==> config.mk <==
export PLATFORM = sky130hd
export DESIGN_NAME = i2c_bit_level_master
export DESIGN_NICKNAME = d
export VERILOG_FILES = /design/src/hw/rtl/i2cbm_pkg.sv /design/src/hw/rtl/i2c_bit_level_master.sv /design/src/hw/rtl/i2cbm_in_q.sv /design/src/hw/rtl/i2cbm_out_q.sv /design/src/hw/rtl/i2cbm_seq.sv
export SDC_FILE = /design/constraint.sdc
export NUM_CORES = 1
export LEC_CHECK = 0
export BUFFER_PORTS_ARGS = -buffer_cell sky130_fd_sc_hd__buf_2
export CAP_MARGIN = 20
export CORE_UTILIZATION = 60
export CTS_CLUSTER_DIAMETER = 80
export CTS_CLUSTER_SIZE = 16
export DETAILED_ROUTE_END_ITERATION = 8
export PLACE_DENSITY = 0.87
export SLEW_MARGIN = 5
export SYNTH_ARGS = -nofsm -noshare
export SYNTH_HDL_FRONTEND = slang
export SYNTH_SLANG_ARGS = --single-unit
==> constraint.sdc <==
create_clock -name clk -period 5.9 [get_ports clk]
set_clock_uncertainty 0.05 [all_clocks]
set_input_delay 0.295 -clock clk [delete_from_list [all_inputs] [get_ports clk]]
set_output_delay 0.295 -clock clk [all_outputs]
set_load 0.01 [all_outputs]
==> src/hw/rtl/i2cbm_pkg.sv <==
package i2cbm_pkg;

  // Bus geometry
  localparam int BYTE_BITS  = 8;
  localparam int PHASE_W    = 6;
  localparam int DIV_W      = 10;
  localparam int TOUT_W     = 8;
  localparam int CFG_DATA_W = 10;

  // Bit phases of a send or read byte (two phases per bit)
  localparam logic [PHASE_W-1:0] BIT_PHASES = PHASE_W'(2 * BYTE_BITS);

  // Wait-ack phase numbers
  localparam logic [PHASE_W-1:0] WA_RELEASE = 6'd0;
  localparam logic [PHASE_W-1:0] WA_CLOCK   = 6'd1;
  localparam logic [PHASE_W-1:0] WA_POLL    = 6'd2;
  localparam logic [PHASE_W-1:0] WA_SETTLE  = 6'd3;
  localparam logic [PHASE_W-1:0] WA_STOP_CK = 6'd4;
  localparam logic [PHASE_W-1:0] WA_STOP_DA = 6'd5;
  localparam logic [PHASE_W-1:0] WA_LOW     = 6'd6;

  // Configuration register indexes
  localparam logic CFG_TICKS_PER_DELAY = 1'b0;
  localparam logic CFG_ACK_TIMEOUT     = 1'b1;

  // Configuration reset values
  localparam logic [DIV_W-1:0]  TICKS_RESET   = 10'd1;
  localparam logic [TOUT_W-1:0] TIMEOUT_RESET = 8'd250;

  // Command codes; idle doubles as the latch's empty mark
  typedef enum logic [2:0] {
    CMD_START   = 3'd0,
    CMD_STOP    = 3'd1,
    CMD_SEND    = 3'd2,
    CMD_WAITACK = 3'd3,
    CMD_READ    = 3'd4,
    CMD_ACK     = 3'd5,
    CMD_NACK    = 3'd6,
    CMD_IDLE    = 3'd7
  } cmd_t;

  // One tick request
  typedef struct packed {
    logic                 cmd_valid;
    logic [2:0]           func;
    logic [BYTE_BITS-1:0] tx_byte;
    logic                 ack_after_read;
    logic                 sda_in;
  } item_t;

  // One tick result
  typedef struct packed {
    logic                 scl_level;
    logic                 sda_level;
    logic                 busy_res;
    logic                 done_res;
    logic [BYTE_BITS-1:0] rx_byte;
    logic                 ack_missing;
  } result_t;

  // Queue status toward the sequencer
  typedef struct packed {
    logic avail;
    logic room;
  } q_stat_t;

endpackage

==> src/hw/rtl/i2c_bit_level_master.sv <==
// Tick-level I2C master sequencer.
// Input channel: each request is one bus tick carrying an optional command
// (in_cmd_valid, in_func, in_tx_byte, in_ack_after_read) and the sampled SDA
// level (in_sda_in). A request is taken when in_push is high and in_full low.
// Result channel: one result per request, in order: pin levels, busy, done,
// last received byte and the missing-ack flag. The oldest result shows while
// out_empty is low and leaves on out_pop.
// Configuration: cfg_we writes cfg_data into register cfg_index (0 ticks per
// delay, 1 ack timeout); write only while no request is in flight.
// Throughput: one request per clock while the result queue has room. A
// two-entry request queue feeds the sequencer, which steps one tick per cycle
// while it takes a request, into a two-entry result queue. A request is
// registered in the request queue, and its result in the result queue.
// When the receiver stalls, the result queue fills, the sequencer holds, then
// the request queue fills and in_full rises; nothing is dropped.
// Reset: both queues empty, the bus released high, the sequencer idle,
// ticks per delay 1 and ack timeout 250.
module i2c_bit_level_master (
  input  logic                              clk,
  input  logic                              rst_n,
  input  logic                              in_push,
  output logic                              in_full,
  input  logic                              in_cmd_valid,
  input  logic [2:0]                        in_func,
  input  logic [i2cbm_pkg::BYTE_BITS-1:0]   in_tx_byte,
  input  logic                              in_ack_after_read,
  input  logic                              in_sda_in,
  output logic                              out_empty,
  input  logic                              out_pop,
  output logic                              out_scl_level,
  output logic                              out_sda_level,
  output logic                              out_busy_res,
  output logic                              out_done_res,
  output logic [i2cbm_pkg::BYTE_BITS-1:0]   out_rx_byte,
  output logic                              out_ack_missing,
  input  logic                              cfg_we,
  input  logic                              cfg_index,
  input  logic [i2cbm_pkg::CFG_DATA_W-1:0]  cfg_data
);
  import i2cbm_pkg::*;

  item_t   wr_item, head_item;
  result_t step_res, head_res;
  q_stat_t stat;
  logic    q_avail, q_room;
  logic    take;

  assign wr_item.cmd_valid      = in_cmd_valid;
  assign wr_item.func           = in_func;
  assign wr_item.tx_byte        = in_tx_byte;
  assign wr_item.ack_after_read = in_ack_after_read;
  assign wr_item.sda_in         = in_sda_in;

  assign stat = '{avail: q_avail, room: q_room};

  i2cbm_in_q u_in_q (
    .clk     (clk),
    .rst_n   (rst_n),
    .push    (in_push),
    .wr_item (wr_item),
    .full    (in_full),
    .pop     (take),
    .avail   (q_avail),
    .head    (head_item)
  );

  i2cbm_seq u_seq (
    .clk       (clk),
    .rst_n     (rst_n),
    .cfg_we    (cfg_we),
    .cfg_index (cfg_index),
    .cfg_data  (cfg_data),
    .stat      (stat),
    .item      (head_item),
    .take      (take),
    .res       (step_res)
  );

  i2cbm_out_q u_out_q (
    .clk    (clk),
    .rst_n  (rst_n),
    .push   (take),
    .wr_res (step_res),
    .room   (q_room),
    .pop    (out_pop),
    .empty  (out_empty),
    .head   (head_res)
  );

  assign out_scl_level   = head_res.scl_level;
  assign out_sda_level   = head_res.sda_level;
  assign out_busy_res    = head_res.busy_res;
  assign out_done_res    = head_res.done_res;
  assign out_rx_byte     = head_res.rx_byte;
  assign out_ack_missing = head_res.ack_missing;

endmodule

==> src/hw/rtl/i2cbm_in_q.sv <==
module i2cbm_in_q (
  input  logic            clk,
  input  logic            rst_n,
  input  logic            push,
  input  i2cbm_pkg::item_t wr_item,
  output logic            full,
  input  logic            pop,
  output logic            avail,
  output i2cbm_pkg::item_t head
);
  import i2cbm_pkg::*;

  item_t      mem_r [2];
  logic       wptr_r, wptr_nxt;
  logic       rptr_r, rptr_nxt;
  logic [1:0] cnt_r, cnt_nxt;
  logic       do_push, do_pop;

  assign full    = (cnt_r == 2'd2);
  assign avail   = (cnt_r != 2'd0);
  assign head    = mem_r[rptr_r];
  assign do_push = push && !full;
  assign do_pop  = pop && avail;

  // Advance pointers and count
  always_comb begin
    wptr_nxt = do_push ? ~wptr_r : wptr_r;
    rptr_nxt = do_pop ? ~rptr_r : rptr_r;
    cnt_nxt  = cnt_r + {1'b0, do_push} - {1'b0, do_pop};
  end

  always_ff @(posedge clk) begin
    if (!rst_n) begin
      wptr_r <= 1'b0;
      rptr_r <= 1'b0;
      cnt_r  <= 2'd0;
    end else begin
      wptr_r <= wptr_nxt;
      rptr_r <= rptr_nxt;
      cnt_r  <= cnt_nxt;
    end
  end

  // Store requests
  always_ff @(posedge clk) begin
    if (do_push) begin
      mem_r[wptr_r] <= wr_item;
    end
  end

endmodule

==> src/hw/rtl/i2cbm_out_q.sv <==
module i2cbm_out_q (
  input  logic              clk,
  input  logic              rst_n,
  input  logic              push,
  input  i2cbm_pkg::result_t wr_res,
  output logic              room,
  input  logic              pop,
  output logic              empty,
  output i2cbm_pkg::result_t head
);
  import i2cbm_pkg::*;

  result_t    mem_r [2];
  logic       wptr_r, wptr_nxt;
  logic       rptr_r, rptr_nxt;
  logic [1:0] cnt_r, cnt_nxt;
  logic       do_push, do_pop;

  assign room    = (cnt_r != 2'd2);
  assign empty   = (cnt_r == 2'd0);
  assign head    = mem_r[rptr_r];
  assign do_push = push && room;
  assign do_pop  = pop && !empty;

  // Advance pointers and count
  always_comb begin
    wptr_nxt = do_push ? ~wptr_r : wptr_r;
    rptr_nxt = do_pop ? ~rptr_r : rptr_r;
    cnt_nxt  = cnt_r + {1'b0, do_push} - {1'b0, do_pop};
  end

  always_ff @(posedge clk) begin
    if (!rst_n) begin
      wptr_r <= 1'b0;
      rptr_r <= 1'b0;
      cnt_r  <= 2'd0;
    end else begin
      wptr_r <= wptr_nxt;
      rptr_r <= rptr_nxt;
      cnt_r  <= cnt_nxt;
    end
  end

  // Store results
  always_ff @(posedge clk) begin
    if (do_push) begin
      mem_r[wptr_r] <= wr_res;
    end
  end

endmodule

==> src/hw/rtl/i2cbm_seq.sv <==
module i2cbm_seq (
  input  logic                           clk,
  input  logic                           rst_n,
  input  logic                           cfg_we,
  input  logic                           cfg_index,
  input  logic [i2cbm_pkg::CFG_DATA_W-1:0] cfg_data,
  input  i2cbm_pkg::q_stat_t             stat,
  input  i2cbm_pkg::item_t               item,
  output logic                           take,
  output i2cbm_pkg::result_t             res
);
  import i2cbm_pkg::*;

  // Configuration
  logic [DIV_W-1:0]  tpd_r;
  logic [TOUT_W-1:0] ato_r;
  logic [DIV_W-1:0]  period;

  // Sequencer state
  cmd_t                 cmd_r, cmd_nxt;
  logic [PHASE_W-1:0]   phase_r, phase_nxt;
  logic [DIV_W-1:0]     div_r, div_nxt;
  logic [BYTE_BITS-1:0] shift_r, shift_nxt;
  logic [TOUT_W-1:0]    tout_r, tout_nxt;
  logic                 scl_r, scl_nxt;
  logic                 sda_r, sda_nxt;
  logic                 ackc_r, ackc_nxt;
  logic                 ackf_r, ackf_nxt;
  logic [BYTE_BITS-1:0] rxh_r, rxh_nxt;

  logic                 enter, fin, done;
  logic [DIV_W:0]       div_sum;
  logic [PHASE_W-1:0]   q;
  logic [2:0]           bit_sel;

  assign take   = stat.avail && stat.room;
  assign period = (tpd_r == '0) ? DIV_W'(1) : tpd_r;

  // Hold configuration registers
  always_ff @(posedge clk) begin
    if (!rst_n) begin
      tpd_r <= TICKS_RESET;
      ato_r <= TIMEOUT_RESET;
    end else if (cfg_we) begin
      case (cfg_index)
        CFG_TICKS_PER_DELAY: tpd_r <= cfg_data[DIV_W-1:0];
        CFG_ACK_TIMEOUT:     ato_r <= cfg_data[TOUT_W-1:0];
        default: ;
      endcase
    end
  end

  // Step the sequencer by one tick
  always_comb begin
    cmd_nxt   = cmd_r;
    phase_nxt = phase_r;
    div_nxt   = div_r;
    shift_nxt = shift_r;
    tout_nxt  = tout_r;
    scl_nxt   = scl_r;
    sda_nxt   = sda_r;
    ackc_nxt  = ackc_r;
    ackf_nxt  = ackf_r;
    rxh_nxt   = rxh_r;
    enter     = 1'b0;
    fin       = 1'b0;
    done      = 1'b0;
    div_sum   = {1'b0, div_r} + (DIV_W+1)'(1);
    q         = phase_r - BIT_PHASES;
    bit_sel   = 3'd0;

    // Pick the phase to enter on this tick
    if (take) begin
      if (cmd_r == CMD_IDLE) begin
        if (item.cmd_valid && (cmd_t'(item.func) != CMD_IDLE)) begin
          cmd_nxt   = cmd_t'(item.func);
          phase_nxt = '0;
          div_nxt   = '0;
          tout_nxt  = '0;
          shift_nxt = (cmd_t'(item.func) == CMD_SEND) ? item.tx_byte : '0;
          ackc_nxt  = (cmd_t'(item.func) == CMD_READ) ? item.ack_after_read : 1'b0;
          enter     = 1'b1;
        end
      end else if (cmd_r == CMD_WAITACK && phase_r == WA_POLL) begin
        enter = 1'b1;
      end else if (div_sum >= {1'b0, period}) begin
        div_nxt   = '0;
        phase_nxt = phase_r + PHASE_W'(1);
        enter     = 1'b1;
      end else begin
        div_nxt = div_sum[DIV_W-1:0];
      end
    end

    // Apply the pin action of the entered phase
    if (enter) begin
      q       = phase_nxt - BIT_PHASES;
      bit_sel = 3'(BYTE_BITS - 1) - phase_nxt[3:1];
      case (cmd_nxt)
        CMD_START: begin
          case (phase_nxt)
            6'd0:    begin sda_nxt = 1'b1; scl_nxt = 1'b1; end
            6'd1:    sda_nxt = 1'b0;
            6'd2:    scl_nxt = 1'b0;
            default: fin = 1'b1;
          endcase
        end
        CMD_STOP: begin
          case (phase_nxt)
            6'd0:    sda_nxt = 1'b0;
            6'd1:    scl_nxt = 1'b1;
            6'd2:    sda_nxt = 1'b1;
            default: fin = 1'b1;
          endcase
        end
        CMD_SEND: begin
          if (phase_nxt < BIT_PHASES) begin
            if (!phase_nxt[0]) begin
              if (phase_nxt[3:1] != 3'd0) scl_nxt = 1'b0;
              sda_nxt = shift_nxt[bit_sel];
            end else begin
              scl_nxt = 1'b1;
            end
          end else begin
            scl_nxt = 1'b0;
            sda_nxt = 1'b1;
            fin     = 1'b1;
          end
        end
        CMD_READ: begin
          if (phase_nxt < BIT_PHASES) begin
            if (!phase_nxt[0]) begin
              scl_nxt = 1'b1;
            end else begin
              shift_nxt = {shift_nxt[BYTE_BITS-2:0], item.sda_in};
              scl_nxt   = 1'b0;
            end
          end else begin
            // ack or nack tail
            case (q)
              6'd0:    sda_nxt = !ackc_nxt;
              6'd1:    scl_nxt = 1'b1;
              6'd2:    scl_nxt = 1'b0;
              6'd3: begin
                if (ackc_nxt) sda_nxt = 1'b1;
                else fin = 1'b1;
              end
              default: fin = 1'b1;
            endcase
            if (fin) rxh_nxt = shift_nxt;
          end
        end
        CMD_WAITACK: begin
          case (phase_nxt)
            WA_RELEASE: sda_nxt = 1'b1;
            WA_CLOCK:   scl_nxt = 1'b1;
            WA_POLL: begin
              if (!item.sda_in) begin
                ackc_nxt  = 1'b0;
                phase_nxt = WA_SETTLE;
                scl_nxt   = 1'b0;
              end else if (tout_nxt >= ato_r) begin
                ackc_nxt  = 1'b1;
                phase_nxt = WA_SETTLE;
                sda_nxt   = 1'b0;
              end else begin
                tout_nxt = tout_nxt + TOUT_W'(1);
              end
            end
            WA_SETTLE: ;
            default: begin
              if (!ackc_nxt) begin
                ackf_nxt = 1'b0;
                fin      = 1'b1;
              end else begin
                case (phase_nxt)
                  WA_STOP_CK: scl_nxt = 1'b1;
                  WA_STOP_DA: sda_nxt = 1'b1;
                  WA_LOW:     scl_nxt = 1'b0;
                  default: begin
                    ackf_nxt = 1'b1;
                    fin      = 1'b1;
                  end
                endcase
              end
            end
          endcase
        end
        CMD_ACK, CMD_NACK: begin
          case (phase_nxt)
            6'd0:    sda_nxt = (cmd_nxt == CMD_NACK);
            6'd1:    scl_nxt = 1'b1;
            6'd2:    scl_nxt = 1'b0;
            6'd3: begin
              if (cmd_nxt == CMD_ACK) sda_nxt = 1'b1;
              else fin = 1'b1;
            end
            default: fin = 1'b1;
          endcase
        end
        default: fin = 1'b1;
      endcase
    end

    // Drop back to idle when the command finishes
    if (fin) begin
      cmd_nxt   = CMD_IDLE;
      phase_nxt = '0;
      done      = 1'b1;
    end
  end

  // Form the result of this tick
  always_comb begin
    res.scl_level   = scl_nxt;
    res.sda_level   = sda_nxt;
    res.busy_res    = (cmd_nxt != CMD_IDLE);
    res.done_res    = done;
    res.rx_byte     = rxh_nxt;
    res.ack_missing = ackf_nxt;
  end

  always_ff @(posedge clk) begin
    if (!rst_n) begin
      cmd_r   <= CMD_IDLE;
      phase_r <= '0;
      div_r   <= '0;
      shift_r <= '0;
      tout_r  <= '0;
      scl_r   <= 1'b1;
      sda_r   <= 1'b1;
      ackc_r  <= 1'b0;
      ackf_r  <= 1'b0;
      rxh_r   <= '0;
    end else begin
      cmd_r   <= cmd_nxt;
      phase_r <= phase_nxt;
      div_r   <= div_nxt;
      shift_r <= shift_nxt;
      tout_r  <= tout_nxt;
      scl_r   <= scl_nxt;
      sda_r   <= sda_nxt;
      ackc_r  <= ackc_nxt;
      ackf_r  <= ackf_nxt;
      rxh_r   <= rxh_nxt;
    end
  end

endmodule

==> summary.md <==
| Metric | Value |
|---|---|
| Die X | approximately 110 microns |
| Clk sinks | 129 |
| Final min period | 5.057 ns |
| I/O pin cnt | between 40 and 50 |
| Period utilisation layout | between 80 and 90% |
| Worst Hold Launch | in_func[2] |
| Hold slack final | approximately 0.011 ns |
| Post-Place Worst Slack | about 0.94 ns |
| CTS hold repair buffers | 1 |
| Root buf cell | clkbuf_16 |
| Worst Max-Slew Pin Slew | 1.184 ns |
| Hold path endpoint | u_in_q.mem_r[1][12] |
| CTS H-tree lvls | 4 |
| P_int | 2.144 mW |
| Switch share | a little over a third |
| Post-synth EDFFs | 54 |
| Total Routing Usage GR | between 20 and 30% |
| Worst skew pair latency | 0.43 ns |
| Status | complete, no violations |
| Hold Vio Cnt, Final | 0 |
| Max-cap violations | 0 |
| Worst setup SP type | flip-flop |
| DP Area | 7069 sq um |
| Post-CTS Setup Bufs | 0 |
| RSZ-0062 raised after global routing | false |
| Fraction of synthesis flops using an asynchronous set or reset pin | 0% |
| Critical path capture point type | flip-flop |
| Total wire length | ~16 mm |
| # rows | 38 |
| Starting Density | between 60 and 70% |
| Cell count after synthesis | roughly 700 |
| Synth top area cells | edfxtp_1, dfxtp_1, ha_1 |
| Area of the die | between 10000 and 15000 sq um |
| Num CTS Buffers | 17 |
| HP Class | input pin to flip-flop |
| Pin count of the biggest net entering global routing | 33 |
| CTS tree | yes |
| Crit path max fanout | 12 |
| Post-cts resize count | 0 |
| Vias in the first global route | roughly 5300 |
| Synth Area in Adders | between 4 and 5% |
| Drt pass-1 iters | 5 |
| R2R Path Start | u_seq.div_r[0] |
| Share of the synthesized area in the top cell type | 23.85% |
| Sequential cell area | 3123 sq um |
| Sequential share of power | approximately 37% |
| Biggest area consumer among synthesized cells | edfxtp_1 |
| Clock Pin Slew Worst Setup and Hold Paths | ~0.060 ns |
| YS warnings | 0 |
| Filler cell count | around 760 |
| Area Overhead vs Synth | 13.18% |
| Hold Path Stages | 1 |
| Longest Clk Path Bufs | 2 |
| Net Switching | ~1.2 mW |
| Power Density | between 400 and 500 nW/um^2 |
| Reg2reg setup slack | approximately 0.84 ns |
| Peak VDD IR | just under 0.0003 V |
| Worst setup path startpoint | u_seq.div_r[0] |
| Yosys reg bits | between 100 and 150 |
| Worst slew margin | between 20% and 30% |
| Synth cell types | 80 |
| CORE AREA | around 11000 sq um |
| Critical Path RT | between 6 and 7 ns |
| Pins over their slew limit | 0 |
| Setup-failing EPs final | 0 |
| Mux cell area share after synthesis | 8.024% |
| Die Y | 108.5 microns |
| Synthesized cell area | ~6800 sq um |
| Dpl hpwl | 10.69 mm |
| Top_reg_cell synth | dfxtp_1 |
| Overflow after GRT | 0 |
| Avg WL per Cell | between 15 and 20 microns |
| Multi-input gate area | about 3400 sq um |
| Antenna Nets Post-Route | 0 |
| First-pass GRT wire length | 25.36 mm |
| Combinational share of power | ~30% |
| Crit path DAT | around 5.3 ns |
| Compound-Gate Fraction of Synth Area | approximately 15% |
| Clock Power Share | between 30% and 40% |
| Synthesized area per cell | just under 10 sq um |
| Syn Nets | about 750 |
| Synth Area in XOR/XNOR | 2.705% |
| Vias post-DR | ~5500 |
| Fin nets | 792 |
| Largest family of logic cells by synthesized area | simple AND/OR/NAND/NOR gates |
| DRT iter0 DRCs | about 400 |
| WS Path Type | flip-flop to flip-flop |
| Antenna Cells | 0 |
| Post-Synth Simple-Gate Area | a little under a fifth |
| Sequential share of the synthesized area | 45.93% |
| Commonest non-fill, non-tap cell in the layout | nand2_1 |
| Reg2reg path depth | 17 |
| Worst R2R End | u_seq.rxh_r[0] |
| Fmax | roughly 200 MHz |
| Layout cells sized above 1 | 17.36% |
| Setup_tns | 0 ns |
| Post-route setup slack | between 0.8 and 0.9 ns |
| GPL Wtd Cong | about 0.98 |
| Final Util | between 70% and 80% |
| Most frequent cells in the layout | nand2_1, dfxtp_1, nor2_1 |
| Static Leak | roughly 3 nW |
| # DRC | 0 |
| Vias/cell | 6.216 |
| Fin area | roughly 7700 sq um |
| # port buffers | 44 |
| Initial antenna violation count | 0 |
## through the flow
stage | power, mW | instances
final | 3.300 | 889
after global routing | 3.441 | 889
after CTS | 3.283 | 888
after detailed placement | 2.190 | 855
after global placement | 2.147 | 855
after floorplan | 1.923 | 698
## power groups by stage
stage | clock (mW) | sequential (mW) | combinational [mW]
floorplan | 0 | 1.16 | 0.761
global placement | 0 | 1.22 | 0.931
detailed placement | 0 | 1.23 | 0.962
CTS | 1.09 | 1.21 | 0.974
global route | 1.13 | 1.23 | 1.08
finish | 1.09 | 1.21 | 0.995
## flip-flops by register name, summed over array words and instances, names as in the netlist, named ones only
register and cells:
u_seq.shift_r 8, u_seq.scl_r 1, u_in_q.wptr_r 1, u_out_q.mem_r 26, u_seq.rxh_r 8, u_seq.ackf_r 1
u_seq.phase_r 6, u_in_q.rptr_r 1, u_seq.tpd_r 10, u_in_q.cnt_r 2, u_seq.ackc_r 1, u_seq.ato_r 8
u_seq.div_r 10, u_seq.tout_r 8, u_in_q.mem_r 28, u_seq.cmd_r 3, u_seq.sda_r 1, u_out_q.rptr_r 1
u_out_q.cnt_r 2, u_out_q.wptr_r 1
## final cells by class
| cell class | instances | share of cell area (%) |
|---|---|---|
| clock inverters | 14 | 2.325 |
| repair buffers | 52 | 3.675 |
| inverters | 33 | 1.610 |
| clock buffers | 18 | 5.577 |
| flip-flops and latches | 129 | 40.59 |
| well taps | 140 | 2.276 |
| multi-input cells | 503 | 43.95 |
## synth_stat cells, drive strengths merged, types with 3 or more instances
cell and number:
dfxtp 75, inv 31, and2 23, o31a 3
edfxtp 54, a21o 12, a31oi 4, xnor2 14
buf 17, clkbuf 16, a22oi 10, o21ai 18
mux2 24, o211ai 6, ha 26, nor2 66
o2111ai 3, o21a 4, nor4 5, nand2 78
nor2b 4, and3 8, nand3b 4, xor2 7
a211oi 9, a21oi 48, mux2i 24, nand3 18
nand4 8, or3 6, o31ai 10, nor3 21
nand2b 5
## per-layer routing
| layer | wire (microns) | vias to the layer above | global-route usage [%] |
|---|---|---|---|
| li1 | - | 2606 | - |
| met1 | 6748 | 2584 | 35.39 |
| met2 | 7366 | 274 | 44.76 |
| met3 | 1404 | 62 | 7.776 |
| met4 | 500 | 0 | 14.00 |
| met5 | 0 | - | 0 |
## critical path: stages, from the launching register on
cell,delay [ns]
dfxtp_1,0.39
ha_1,0.24
and3_1,0.26
nand2_1,0.14
nor2_1,0.16
xor2_1,0.24
ha_1,0.30
a21o_1,0.16
a21oi_1,0.26
nand2_1,0.21
a22oi_2,0.27
mux2i_4,0.41
and4b_1,0.39
a21boi_4,0.22
o31a_4,0.15
nor3_4,0.50
mux2_2,0.43
and2_1,0.16
## worst max path at each step
stage	end	cells after the start
2_1_floorplan	u_seq.rxh_r[2]	20
3_3_place_gp	u_out_q.mem_r[0][1]	16
3_5_place_dp	u_seq.rxh_r[0]	17
4_1_cts	u_seq.rxh_r[0]	17
5_1_grt	u_seq.rxh_r[7]	17
6_report	u_seq.rxh_r[0]	17
## logic make-up (layout without fill, tap and decap cells)
kind of cell	after synthesis	after routing
simple gates	257	257
compound gates	151	151
flops	129	129
buf+inv	66	117
mux	48	48
fa+ha+maj	26	26
xor+xnor	21	21
No activity file was read; power rests on OpenSTA's default activity.
